===== config.mk =====
export PLATFORM = sky130hd
export DESIGN_NAME = guest_region_translation_table_core
export DESIGN_NICKNAME = d
export VERILOG_FILES = /design/src/sv/grtt_pkg.sv /design/src/sv/grtt_ram.sv /design/src/sv/grtt_ctl.sv /design/src/sv/grtt_dp.sv /design/src/sv/guest_region_translation_table_core.sv
export VERILOG_INCLUDE_DIRS = /design/src /design/src/sv
export SDC_FILE = /design/constraint.sdc
export NUM_CORES = 2
export LEC_CHECK = 0
export BUFFER_PORTS_ARGS = -buffer_cell sky130_fd_sc_hd__buf_4
export CORE_ASPECT_RATIO = 0.7
export CORE_MARGIN = 2
export CORE_UTILIZATION = 25
export CTS_BUF_LIST = sky130_fd_sc_hd__clkbuf_2
export DETAILED_ROUTE_END_ITERATION = 12
export PLACE_DENSITY = 0.46
export SYNTH_ARGS = -nofsm -noshare
export SYNTH_HDL_FRONTEND = slang
export SYNTH_SLANG_ARGS = --single-unit

===== constraint.sdc =====
create_clock -name aclk -period 19.8 [get_ports aclk]
set_input_delay 2.97 -clock aclk [delete_from_list [all_inputs] [get_ports aclk]]
set_output_delay 2.97 -clock aclk [all_outputs]
set_load 0.03 [all_outputs]

===== src/sv/guest_region_translation_table_core_assert.svh =====
// Assertion macros used by the guest region translation table controller (grtt_ctl).
`ifndef GUEST_REGION_TRANSLATION_TABLE_CORE_ASSERT_SVH
`define GUEST_REGION_TRANSLATION_TABLE_CORE_ASSERT_SVH

`ifndef SYNTHESIS
`define GRTT_ASSERT_IMP(label, clk, rstn, ante, cons) \
    label: assert property (@(posedge clk) disable iff (!(rstn)) (ante) |-> (cons)) \
        else $error("grtt assertion failed");
`define GRTT_ASSERT_NXT(label, clk, rstn, ante, cons) \
    label: assert property (@(posedge clk) disable iff (!(rstn)) (ante) |=> (cons)) \
        else $error("grtt assertion failed");
`else
`define GRTT_ASSERT_IMP(label, clk, rstn, ante, cons)
`define GRTT_ASSERT_NXT(label, clk, rstn, ante, cons)
`endif

`endif


===== src/sv/grtt_pkg.sv =====
// Shared types, constants and field layout of the guest region translation table.
`default_nettype none
package grtt_pkg;

    localparam int REGION_ENTRIES  = 16;
    localparam int GUEST_ADDR_BITS = 48;

    localparam int GUEST_FIELD_W = 48;
    localparam int HOST_W        = 64;
    localparam int SIZE_FIELD_W  = 49;
    localparam int RIGHTS_W      = 3;
    localparam int OP_W          = 2;
    localparam int STATUS_W      = 2;

    localparam int GA_W  = (GUEST_ADDR_BITS < GUEST_FIELD_W) ? GUEST_ADDR_BITS : GUEST_FIELD_W;
    localparam int LEN_W = GA_W + 1;
    localparam int END_W = GA_W + 2;
    localparam int IDX_W = (REGION_ENTRIES > 1) ? $clog2(REGION_ENTRIES) : 1;

    localparam int HOST_LSB   = GUEST_FIELD_W;
    localparam int SIZE_LSB   = HOST_LSB + HOST_W;
    localparam int RIGHTS_LSB = SIZE_LSB + SIZE_FIELD_W;
    localparam int S_FIELDS_W = RIGHTS_LSB + RIGHTS_W;
    localparam int S_TDATA_W  = ((S_FIELDS_W + 7) / 8) * 8;
    localparam int M_FIELDS_W = HOST_W + RIGHTS_W;
    localparam int M_TDATA_W  = ((M_FIELDS_W + 7) / 8) * 8;

    typedef enum logic [OP_W-1:0] {
        OP_ADD    = 2'd0,
        OP_DELETE = 2'd1,
        OP_LOOKUP = 2'd2,
        OP_CLEAR  = 2'd3
    } op_t;

    typedef enum logic [STATUS_W-1:0] {
        ST_OK      = 2'd0,
        ST_COLLIDE = 2'd1,
        ST_FULL    = 2'd2,
        ST_MISSING = 2'd3
    } status_t;

    typedef enum logic [1:0] {
        CS_IDLE,
        CS_SCAN,
        CS_DRAIN,
        CS_DONE
    } ctl_state_t;

    typedef struct packed {
        logic [RIGHTS_W-1:0] rights;
        logic [LEN_W-1:0]    length;
        logic [HOST_W-1:0]   host_base;
        logic [GA_W-1:0]     guest_base;
    } entry_t;

    typedef struct packed {
        logic             capture;
        logic             rd_en;
        logic [IDX_W-1:0] rd_addr;
        logic             commit;
    } ctl_cmd_t;

    typedef struct packed {
        logic out_free;
    } dp_stat_t;

endpackage
`default_nettype wire


===== src/sv/grtt_ram.sv =====
// Generic single-write, single-read RAM with a registered read port.
`default_nettype none
module grtt_ram #(
    parameter int WIDTH = 8,
    parameter int DEPTH = 16,
    localparam int AW = (DEPTH > 1) ? $clog2(DEPTH) : 1
) (
    input  wire logic             aclk,
    input  wire logic             wr_en,
    input  wire logic [AW-1:0]    wr_addr,
    input  wire logic [WIDTH-1:0] wr_data,
    input  wire logic             rd_en,
    input  wire logic [AW-1:0]    rd_addr,
    output logic      [WIDTH-1:0] rd_data
);

    logic [WIDTH-1:0] mem [DEPTH];

    always_ff @(posedge aclk) begin
        if (wr_en) begin
            mem[wr_addr] <= wr_data;
        end
        if (rd_en) begin
            rd_data <= mem[rd_addr];
        end
    end

endmodule
`default_nettype wire


===== src/sv/grtt_ctl.sv =====
// Controller state machine that sequences capture, table scan and result commit.
`default_nettype none
`include "guest_region_translation_table_core_assert.svh"
module grtt_ctl (
    input  wire logic                aclk,
    input  wire logic                aresetn,
    input  wire logic                s_tvalid,
    output logic                     s_tready,
    input  wire grtt_pkg::dp_stat_t  stat,
    output grtt_pkg::ctl_cmd_t       cmd
);
    import grtt_pkg::*;

    localparam logic [IDX_W-1:0] LAST_IDX = IDX_W'(REGION_ENTRIES - 1);

    ctl_state_t       state_reg;
    ctl_state_t       state_next;
    logic [IDX_W-1:0] cnt_reg;
    logic [IDX_W-1:0] cnt_next;

    always_ff @(posedge aclk) begin
        if (!aresetn) begin
            state_reg <= CS_IDLE;
            cnt_reg   <= '0;
        end else begin
            state_reg <= state_next;
            cnt_reg   <= cnt_next;
        end
    end

    always_comb begin
        state_next = state_reg;
        cnt_next   = cnt_reg;
        unique case (state_reg)
            CS_IDLE: begin
                cnt_next = '0;
                if (s_tvalid) begin
                    state_next = CS_SCAN;
                end
            end
            CS_SCAN: begin
                cnt_next = cnt_reg + 1'b1;
                if (cnt_reg == LAST_IDX) begin
                    cnt_next   = '0;
                    state_next = CS_DRAIN;
                end
            end
            CS_DRAIN: begin
                state_next = CS_DONE;
            end
            CS_DONE: begin
                if (stat.out_free) begin
                    state_next = CS_IDLE;
                end
            end
            default: begin
                state_next = CS_IDLE;
            end
        endcase
    end

    always_comb begin
        s_tready    = 1'b0;
        cmd.capture = 1'b0;
        cmd.rd_en   = 1'b0;
        cmd.rd_addr = cnt_reg;
        cmd.commit  = 1'b0;
        unique case (state_reg)
            CS_IDLE: begin
                s_tready    = 1'b1;
                cmd.capture = s_tvalid;
            end
            CS_SCAN: begin
                cmd.rd_en = 1'b1;
            end
            CS_DRAIN: begin
            end
            CS_DONE: begin
                cmd.commit = stat.out_free;
            end
            default: begin
            end
        endcase
    end

    `GRTT_ASSERT_NXT(a_capture_starts_scan, aclk, aresetn, cmd.capture, (state_reg == CS_SCAN) && (cnt_reg == '0))
    `GRTT_ASSERT_IMP(a_commit_needs_room, aclk, aresetn, cmd.commit, stat.out_free)
    `GRTT_ASSERT_NXT(a_scan_ends_in_drain, aclk, aresetn, (state_reg == CS_SCAN) && (cnt_reg == LAST_IDX), state_reg == CS_DRAIN)

endmodule
`default_nettype wire


===== src/sv/grtt_dp.sv =====
// Datapath: item capture, entry memory, valid bits, per-entry tests and result register.
`default_nettype none
module grtt_dp (
    input  wire logic                              aclk,
    input  wire logic                              aresetn,
    input  wire grtt_pkg::ctl_cmd_t                cmd,
    output grtt_pkg::dp_stat_t                     stat,
    input  wire logic [grtt_pkg::S_TDATA_W-1:0]    s_tdata,
    input  wire logic [grtt_pkg::OP_W-1:0]         s_tuser,
    output logic                                   m_tvalid,
    input  wire logic                              m_tready,
    output logic      [grtt_pkg::M_TDATA_W-1:0]    m_tdata,
    output logic      [grtt_pkg::STATUS_W-1:0]     m_tuser
);
    import grtt_pkg::*;

    op_t                  op_reg;
    logic [GA_W-1:0]      ga_reg;
    logic [HOST_W-1:0]    ha_reg;
    logic [LEN_W-1:0]     sz_reg;
    logic [RIGHTS_W-1:0]  rt_reg;
    logic [END_W-1:0]     nend_reg;

    logic [REGION_ENTRIES-1:0] valid_reg;
    logic                      eval_en_reg;
    logic [IDX_W-1:0]          eval_idx_reg;

    logic                 coll_reg;
    logic                 match_reg;
    logic [IDX_W-1:0]     match_idx_reg;
    logic [HOST_W-1:0]    hit_host_reg;
    logic [GA_W-1:0]      hit_off_reg;
    logic [RIGHTS_W-1:0]  hit_rights_reg;

    logic                 m_tvalid_reg;
    status_t              out_status_reg;
    logic [HOST_W-1:0]    out_xlat_reg;
    logic [RIGHTS_W-1:0]  out_rights_reg;

    logic [$bits(entry_t)-1:0] rd_word;
    entry_t               ent;
    entry_t               new_ent;
    logic                 ent_live;
    logic [END_W-1:0]     base_w;
    logic [END_W-1:0]     ent_end;
    logic [END_W-1:0]     a_w;
    logic                 t_in;
    logic                 t_tail;
    logic                 t_cover;
    logic                 exact;
    logic                 free_found;
    logic [IDX_W-1:0]     free_idx;
    logic                 add_ok;

    logic [GA_W-1:0]      ga_in;
    logic [LEN_W-1:0]     sz_in;

    assign ga_in = s_tdata[GA_W-1:0];
    assign sz_in = s_tdata[SIZE_LSB +: LEN_W];

    assign new_ent.guest_base = ga_reg;
    assign new_ent.host_base  = ha_reg;
    assign new_ent.length     = sz_reg;
    assign new_ent.rights     = rt_reg;

    always_comb begin
        free_found = 1'b0;
        free_idx   = '0;
        for (int k = REGION_ENTRIES - 1; k >= 0; k--) begin
            if (!valid_reg[k]) begin
                free_found = 1'b1;
                free_idx   = IDX_W'(k);
            end
        end
    end

    assign add_ok = cmd.commit && (op_reg == OP_ADD) && !coll_reg && free_found;

    grtt_ram #(
        .WIDTH ($bits(entry_t)),
        .DEPTH (REGION_ENTRIES)
    ) u_table (
        .aclk    (aclk),
        .wr_en   (add_ok),
        .wr_addr (free_idx),
        .wr_data (new_ent),
        .rd_en   (cmd.rd_en),
        .rd_addr (cmd.rd_addr),
        .rd_data (rd_word)
    );

    always_comb begin
        ent      = entry_t'(rd_word);
        ent_live = eval_en_reg && valid_reg[eval_idx_reg];
        base_w   = END_W'(ent.guest_base);
        ent_end  = base_w + END_W'(ent.length);
        a_w      = END_W'(ga_reg);
        t_in     = (a_w >= base_w) && (a_w < ent_end);
        t_tail   = (nend_reg > base_w) && (nend_reg <= ent_end);
        t_cover  = (a_w <= base_w) && (nend_reg >= ent_end);
        exact    = (ent.host_base == ha_reg) && (ent.guest_base == ga_reg) &&
                   (ent.length == sz_reg);
    end

    always_ff @(posedge aclk) begin
        if (cmd.capture) begin
            op_reg   <= op_t'(s_tuser);
            ga_reg   <= ga_in;
            ha_reg   <= s_tdata[HOST_LSB +: HOST_W];
            sz_reg   <= sz_in;
            rt_reg   <= s_tdata[RIGHTS_LSB +: RIGHTS_W];
            nend_reg <= END_W'(ga_in) + END_W'(sz_in);
        end
        eval_idx_reg <= cmd.rd_addr;
        if (ent_live && (op_reg == OP_LOOKUP) && t_in) begin
            hit_host_reg   <= ent.host_base;
            hit_off_reg    <= ga_reg - ent.guest_base;
            hit_rights_reg <= ent.rights;
        end
        if (ent_live && (op_reg == OP_DELETE) && exact) begin
            match_idx_reg <= eval_idx_reg;
        end
        if (cmd.commit) begin
            if ((op_reg == OP_LOOKUP) && match_reg) begin
                out_xlat_reg   <= hit_host_reg + HOST_W'(hit_off_reg);
                out_rights_reg <= hit_rights_reg;
            end else begin
                out_xlat_reg   <= '0;
                out_rights_reg <= '0;
            end
            unique case (op_reg)
                OP_ADD: begin
                    if (coll_reg) begin
                        out_status_reg <= ST_COLLIDE;
                    end else if (!free_found) begin
                        out_status_reg <= ST_FULL;
                    end else begin
                        out_status_reg <= ST_OK;
                    end
                end
                OP_DELETE: begin
                    out_status_reg <= match_reg ? ST_OK : ST_MISSING;
                end
                OP_LOOKUP: begin
                    out_status_reg <= match_reg ? ST_OK : ST_MISSING;
                end
                OP_CLEAR: begin
                    out_status_reg <= ST_OK;
                end
                default: begin
                    out_status_reg <= ST_OK;
                end
            endcase
        end
    end

    always_ff @(posedge aclk) begin
        if (!aresetn) begin
            valid_reg    <= '0;
            eval_en_reg  <= 1'b0;
            coll_reg     <= 1'b0;
            match_reg    <= 1'b0;
            m_tvalid_reg <= 1'b0;
        end else begin
            eval_en_reg <= cmd.rd_en;
            if (cmd.capture) begin
                coll_reg  <= 1'b0;
                match_reg <= 1'b0;
            end else if (ent_live) begin
                priority case (op_reg)
                    OP_ADD: begin
                        if (t_in || t_tail || t_cover) begin
                            coll_reg <= 1'b1;
                        end
                    end
                    OP_DELETE: begin
                        if (exact) begin
                            match_reg <= 1'b1;
                        end
                    end
                    OP_LOOKUP: begin
                        if (t_in) begin
                            match_reg <= 1'b1;
                        end
                    end
                    default: begin
                    end
                endcase
            end
            if (cmd.commit) begin
                if (add_ok) begin
                    valid_reg[free_idx] <= 1'b1;
                end
                if ((op_reg == OP_DELETE) && match_reg) begin
                    valid_reg[match_idx_reg] <= 1'b0;
                end
                if (op_reg == OP_CLEAR) begin
                    valid_reg <= '0;
                end
            end
            if (cmd.commit) begin
                m_tvalid_reg <= 1'b1;
            end else if (m_tready) begin
                m_tvalid_reg <= 1'b0;
            end
        end
    end

    assign stat.out_free = !m_tvalid_reg || m_tready;

    assign m_tvalid = m_tvalid_reg;
    assign m_tuser  = out_status_reg;
    assign m_tdata  = {{(M_TDATA_W - M_FIELDS_W){1'b0}}, out_rights_reg, out_xlat_reg};

endmodule
`default_nettype wire


===== src/sv/guest_region_translation_table_core.sv =====
// Top level of the guest region translation table: controller and datapath.
// Items are handled one at a time: accept, a scan of all 16 entries through the single
// read port of the entry memory, a drain step and a commit that waits for output room.
// The next input beat is accepted while an earlier result still waits in the output register.
// Reset (aresetn, synchronous, active low) empties the table at once and idles the block.
`default_nettype none
module guest_region_translation_table_core (
    input  wire logic                              aclk,
    input  wire logic                              aresetn,
    input  wire logic                              s_tvalid,
    output logic                                   s_tready,
    // s_tdata: guest_addr[47:0], host_addr[111:48], region_size[160:112], rights[163:161].
    input  wire logic [grtt_pkg::S_TDATA_W-1:0]    s_tdata,
    // s_tuser: operation[1:0].
    input  wire logic [grtt_pkg::OP_W-1:0]         s_tuser,
    output logic                                   m_tvalid,
    input  wire logic                              m_tready,
    // m_tdata: translated_addr[63:0], found_rights[66:64].
    output logic      [grtt_pkg::M_TDATA_W-1:0]    m_tdata,
    // m_tuser: status[1:0].
    output logic      [grtt_pkg::STATUS_W-1:0]     m_tuser
);
    import grtt_pkg::*;

    ctl_cmd_t cmd;
    dp_stat_t stat;

    grtt_ctl u_ctl (
        .aclk     (aclk),
        .aresetn  (aresetn),
        .s_tvalid (s_tvalid),
        .s_tready (s_tready),
        .stat     (stat),
        .cmd      (cmd)
    );

    grtt_dp u_dp (
        .aclk     (aclk),
        .aresetn  (aresetn),
        .cmd      (cmd),
        .stat     (stat),
        .s_tdata  (s_tdata),
        .s_tuser  (s_tuser),
        .m_tvalid (m_tvalid),
        .m_tready (m_tready),
        .m_tdata  (m_tdata),
        .m_tuser  (m_tuser)
    );

endmodule
`default_nettype wire

### Word level (Yosys, flattened, before mapping)

Memories as Yosys holds them, arrays and structs flattened. A register that Yosys moved wholly into a read port is not among the register bits.
Index checks and enable logic that the tools add are counted.

| storage, ports and cells | value |
|---|---|
| word-level logic and storage cells | 153 |
| input port bits | 174 |
| flip-flop bits (word level) | 434 |
| memory bits (writable) | 2,624 |
| output and inout bits | 76 |
| memories | 1 |

| operators by class | value |
|---|---|
| reduce and logical (&&, ||, !) cells | 32 |
| magnitude comparators | 11 |
| equality and inequality tests | 15 |
| muxes and demuxes | 64 |
| $add $sub $neg | 5 |
| bitwise operators | 4 |

Memories:

| memory | depth | width | rd ports | clocked after Yosys merged registers in | write ports | line | source |
|---|---|---|---|---|---|---|---|
| u_dp.u_table.mem | 16 | 164 | 1 | 1 | 1 | grtt_ram.sv:17 | `logic [WIDTH-1:0] mem [DEPTH];` |

Operator list:

| kind | count |
|---|---|
| $add A48 B49 Y50 | 2 |
| $mux W16 | 5 |
| $mux W4 | 17 |
| $add A64 B48 Y64 | 1 |
| $eq A64 B64 Y1 | 1 |
| $ge A50 B50 Y1 | 1 |
| $gt A50 B48 Y1 | 1 |
| $le A50 B50 Y1 | 1 |
| $lt A48 B50 Y1 | 1 |
| $eq A49 B49 Y1 | 1 |
| $eq A48 B48 Y1 | 1 |
| $ge A48 B48 Y1 | 1 |
| $le A48 B48 Y1 | 1 |
| $sub A48 B48 Y48 | 1 |
| $mux W1 | 29 |
| $logic_and A1 B1 Y1 | 17 |
| $and A16 B16 Y16 | 1 |
| $not A16 Y16 | 1 |
| $or A16 B16 Y16 | 1 |
| $lt A4 B5 Y1 const B | 3 |
| $mux W2 | 6 |
| $demux W1 S4 | 2 |
| $eq A2 B2 Y1 const B | 4 |
| $ge A4 B1 Y1 const B | 2 |
| 18 further kinds | 30 |

### Depth between registers and ports, before layout

| logic depth | value |
|---|---|
| depth after elaboration | 27 |
| depth in mapped cells | 26 |

### Hierarchy

From an unflattened synthesis, not the netlist that was laid out.

| unflattened totals | value |
|---|---|
| cells, all modules | 7,190 |
| area, all modules | 133,291.6 µm² |

Modules (own cells, without submodules):

| module | cells an instance | instances | area an instance (µm²) | seq. area each (µm²) |
|---|---|---|---|---|
| grtt_ram | 4,277 | 1 | 103,367.9 | 83,720.3 |
| grtt_dp | 2,869 | 1 | 29,552.1 | 12,612.1 |
| grtt_ctl | 44 | 1 | 371.6 | 120.1 |

### Least setup slack after synthesis

OpenSTA, ideal clock, no wires.

| timing path | value |
|---|---|
| kind | input to register |
| from | input port m_tready |
| to | memory u_dp.u_table.mem[12][0] (netlist bit), enable pin |
| path buffers | 0 |
| arrival | 16.589 ns |
| stages on the path | 7 |
| slack | 2.321 ns |
| data required time | 18.910 ns |
| setup time | 0.890 ns |
| cell sequence | nor2b_1 -> nand2b_1 -> inv_1 -> nand3_1 -> nor3_1 -> nand3b_1 -> nor3_1 |

RTL lines:

| what | line | source |
|---|---|---|
| start, declared | guest_region_translation_table_core.sv:17 | `input wire logic m_tready,` |
| end, declared | grtt_ram.sv:17 |  |

### Final worst setup path

| timing path | value |
|---|---|
| from | register u_dp.u_table.rd_data[0] (read register of u_dp.u_table.mem) |
| to | register u_dp.hit_host_reg[7], enable pin |

| between the ends | value |
|---|---|
| longest elaborated chain between the ends | 4 |
| elaborated cells between the ends (all ways) | 5 |

RTL lines:

| what | line | source |
|---|---|---|
| start, declared | grtt_ram.sv:14 | `output logic [WIDTH-1:0] rd_data` |
| $add A48 B49 Y50 | grtt_dp.sv:96 | `ent_end = base_w + END_W'(ent.length);` |
| $lt A48 B50 Y1 | grtt_dp.sv:98 | `t_in = (a_w >= base_w) && (a_w < ent_end);` |
| $logic_and A1 B1 Y1 (*) | grtt_dp.sv:98 |  |
| $logic_and A1 B1 Y1 (*) | grtt_dp.sv:115 | `if (ent_live && (op_reg == OP_LOOKUP) && t_in) begin` |
| end signal, assigned | grtt_dp.sv:116 | `hit_host_reg <= ent.host_base;` |
| end, declared | grtt_dp.sv:31 | `logic [HOST_W-1:0] hit_host_reg;` |

Mark *: on every way between the ends. The rest lies on a longest branch, timed or not.
A chain may end at the register's enable or synchronous reset.

==> flow_summary.json <==
{
  "vias": 71100,
  "fin_worst_skew_ns": 0.184,
  "clkSinkCount": 3222,
  "layout-drive-gt1-share": 0.300,
  "largest_reg_flops": 2624,
  "io_pins": 250,
  "cp_common_cell": "a21oi_1",
  "seq_area_frac_synth": 0.728,
  "grt_pass1_wl_um": 586000,
  "cts_tree": "yes",
  "drc": 0,
  "path_delay_family": "compound AO/OA/AOI/OAI gates",
  "ctsHoldBuffers": 0,
  "gp_congestion": 0.877,
  "finalSetupViolCount": 0,
  "final_common_cell": "edfxtp_1",
  "syn2layout_area_growth_pct": 13.6,
  "cp.arrival_ns": 10.81,
  "synth_cell_type_count": 102,
  "clkTransAtPathRegs_ns": 0.10,
  "synth_top_area_share": 0.724,
  "top_register": "u_dp.u_table.mem",
  "reg2reg_from": "u_dp.u_table.rd_data[0]",
  "maxSlewHeadroom": 0.129,
  "endpoint_kind": "register",
  "yosys_warnings": 0,
  "tightest_slew_ns": 1.30,
  "finalMaxSlewViolations": 0,
  "crit_type": "register to register",
  "die-width_um": 874,
  "netlist_instances": 6620,
  "drt_first_pass_iters": 8,
  "rows": 223,
  "worstRegToRegCells": 27,
  "hold_depth": 0,
  "rsz0062_at_grt": "no",
  "vias_per_cell": 4.71,
  "p_total_mw": 18.1,
  "crit_path_start_kind": "register",
  "crit_slowest_cell": "buf_4",
  "synthArstFlopShare": 0,
  "postRouteAntennaNets": 0,
  "dpl.hpwl_um": 265000,
  "cts_buffers": 772,
  "grt_pass1_vias": 73000,
  "cts_setup_buffers": 0,
  "hold_end": "u_dp.hit_rights_reg[2]",
  "die-area_um2": 536000,
  "clk_latency_ns": 2.33,
  "initial_core_util": 0.251,
  "syn-cell-area_um2": 132000,
  "synth_edf_count": 3192,
  "drtIter0Drc": 7192,
  "wl_um": 427000,
  "die_y_um": 613,
  "synth_top_area_cell": "edfxtp_1",
  "antenna_found_initial": 76,
  "r2r_setup_slack_ns": 10.78,
  "drt-wirelength-per-cell_um": 28.3,
  "postSynthAreaPerCell_um2": 20.0,
  "p_leak_nw": 48.4,
  "fmax_mhz": 111,
  "hp-class": "register to register",
  "fin_crit_sh": 0.455,
  "path_buf_inv": 3,
  "portBuffers": 240,
  "crit_fanout": 64,
  "clk_path_buf_depth": 4,
  "cts-root-buf": "clkbuf_2",
  "grt_overflow": 0,
  "ir_drop_mv": 0.0820,
  "r2r-end": "u_dp.hit_host_reg[7]",
  "cts_max_level": 6,
  "grt_max_degree": 110,
  "crit_required_ns": 21.59,
  "pwr_density_cell_nw_per_um2": 120,
  "reg_top3": "u_dp.u_table.mem x2624, u_dp.u_table.rd_data x164",
  "cts_resized": 0,
  "worstHoldStart": "u_dp.u_table.rd_data[163]",
  "ys_ff_latch": 3222,
  "synthFlopType": "edfxtp_1",
  "hold_viol_final": 0,
  "layout_common_cells": "3192 x edfxtp_1, 1083 x clkbuf_2, 805 x mux4_2",
  "crit_path_max_incr_delay_ns": 0.87,
  "grt_usage": 0.155,
  "period_needed_ns": 9.02,
  "core_um2": 527000,
  "final_nets": 8061,
  "setup_tns_ns": 0,
  "max_cap_violations": 0,
  "status": "complete, no violations",
  "synth_area_leaders": "edfxtp_1 72%, mux4_2 14%, ha_1 3.2%, xor2_1 1.1%, a21oi_1 1.0%"
}
[metrics by stage]
stage | util | std cells | hold WS, ns | setup slack [ns] | cell area [µm²]
after floorplan | - | 6624 | 0.329 | 2.32 | 132000
after global placement | 0.272 | 13700 | 0.401 | 10.69 | 144000
after detailed placement | 0.272 | 13700 | 0.414 | 10.67 | 144000
after CTS | 0.285 | 15100 | 0.398 | 10.96 | 150000
after global routing | 0.285 | 15100 | 0.446 | 10.42 | 150000
final | 0.285 | 15100 | 0.439 | 10.78 | 151000
[kinds of logic (layout without fill, tap and decap cells)]
family,after synthesis,after routing,synth area share
buffers and inverters,357,1824,0.0104
AOI/OAI and AO/OA,846,846,0.0423
muxes,831,831,0.139
and+or+nand+nor,731,731,0.0285
DFF,3222,3222,0.728
adders and majority gates,348,348,0.0331
xor gates and xnor gates,284,284,0.0188
other,1,33,0.0000283
[worst max path at each step]
stage | to | slack [ns] | cells after the start | start
2_1_floorplan | u_dp.u_table.mem[12][0] | 2.32 | 7 | m_tready
3_3_place_gp | u_dp.u_table.mem[5][15] | 10.69 | 12 | m_tready
3_5_place_dp | u_dp.u_table.mem[5][15] | 10.67 | 12 | m_tready
4_1_cts | u_dp.hit_host_reg[5] | 10.96 | 27 | u_dp.u_table.rd_data[0]
5_1_grt | u_dp.hit_host_reg[11] | 10.42 | 27 | u_dp.u_table.rd_data[0]
6_report | u_dp.hit_host_reg[7] | 10.78 | 27 | u_dp.u_table.rd_data[0]
[report_power, final]
part,internal (mW),switching [mW],leakage (nW)
sequential,8.26,0.689,29.2
clock,1.67,2.79,5.18
combinational,1.85,2.86,14.1
total,11.8,6.34,48.4
[layer usage]
| layer | share of wire | GRT usage | wire length (µm) |
|---|---|---|---|
| met2 | 0.47 | 0.249 | 200000 |
| met3 | 0.057 | 0.0257 | 24200 |
| met1 | 0.45 | 0.218 | 193000 |
| met4 | 0.022 | 0.0383 | 9580 |
| met5 | 0.000066 | 0 | 28 |
[area by class of cell]
| type | count | area (µm²) |
|---|---|---|
| Fill cell | 52600 | 377000 |
| Tap cell | 6975 | 8730 |
| Inverter | 121 | 457 |
| Clock buffer | 1083 | 5420 |
| Multi-Input combinational cell | 3045 | 34800 |
| Timing Repair Buffer | 378 | 3040 |
| Antenna cell | 28 | 70.1 |
| Sequential cell | 3222 | 96500 |
| Clock inverter | 242 | 1500 |
[synthesized netlist by cell type (25+ instances only)]
cell type and number:
nor4_1 34, mux2i_1 26, nand3_1 64, a21oi_1 266, nand2b_1 33, a31oi_1 25, xor2_1 162, o21a_1 36
nor3_1 47, nand2_1 118, and3_1 47, nand4_1 60, clkbuf_1 163, o21ai_0 124, buf_1 55, o21bai_1 31
mux4_2 805, a211oi_1 45, xnor2_1 121, dfxtp_1 30, nor2_1 185, a21o_1 144, edfxtp_1 3192, inv_1 121
nor2b_1 61, ha_1 343
Power figures use the tool's default switching activity.
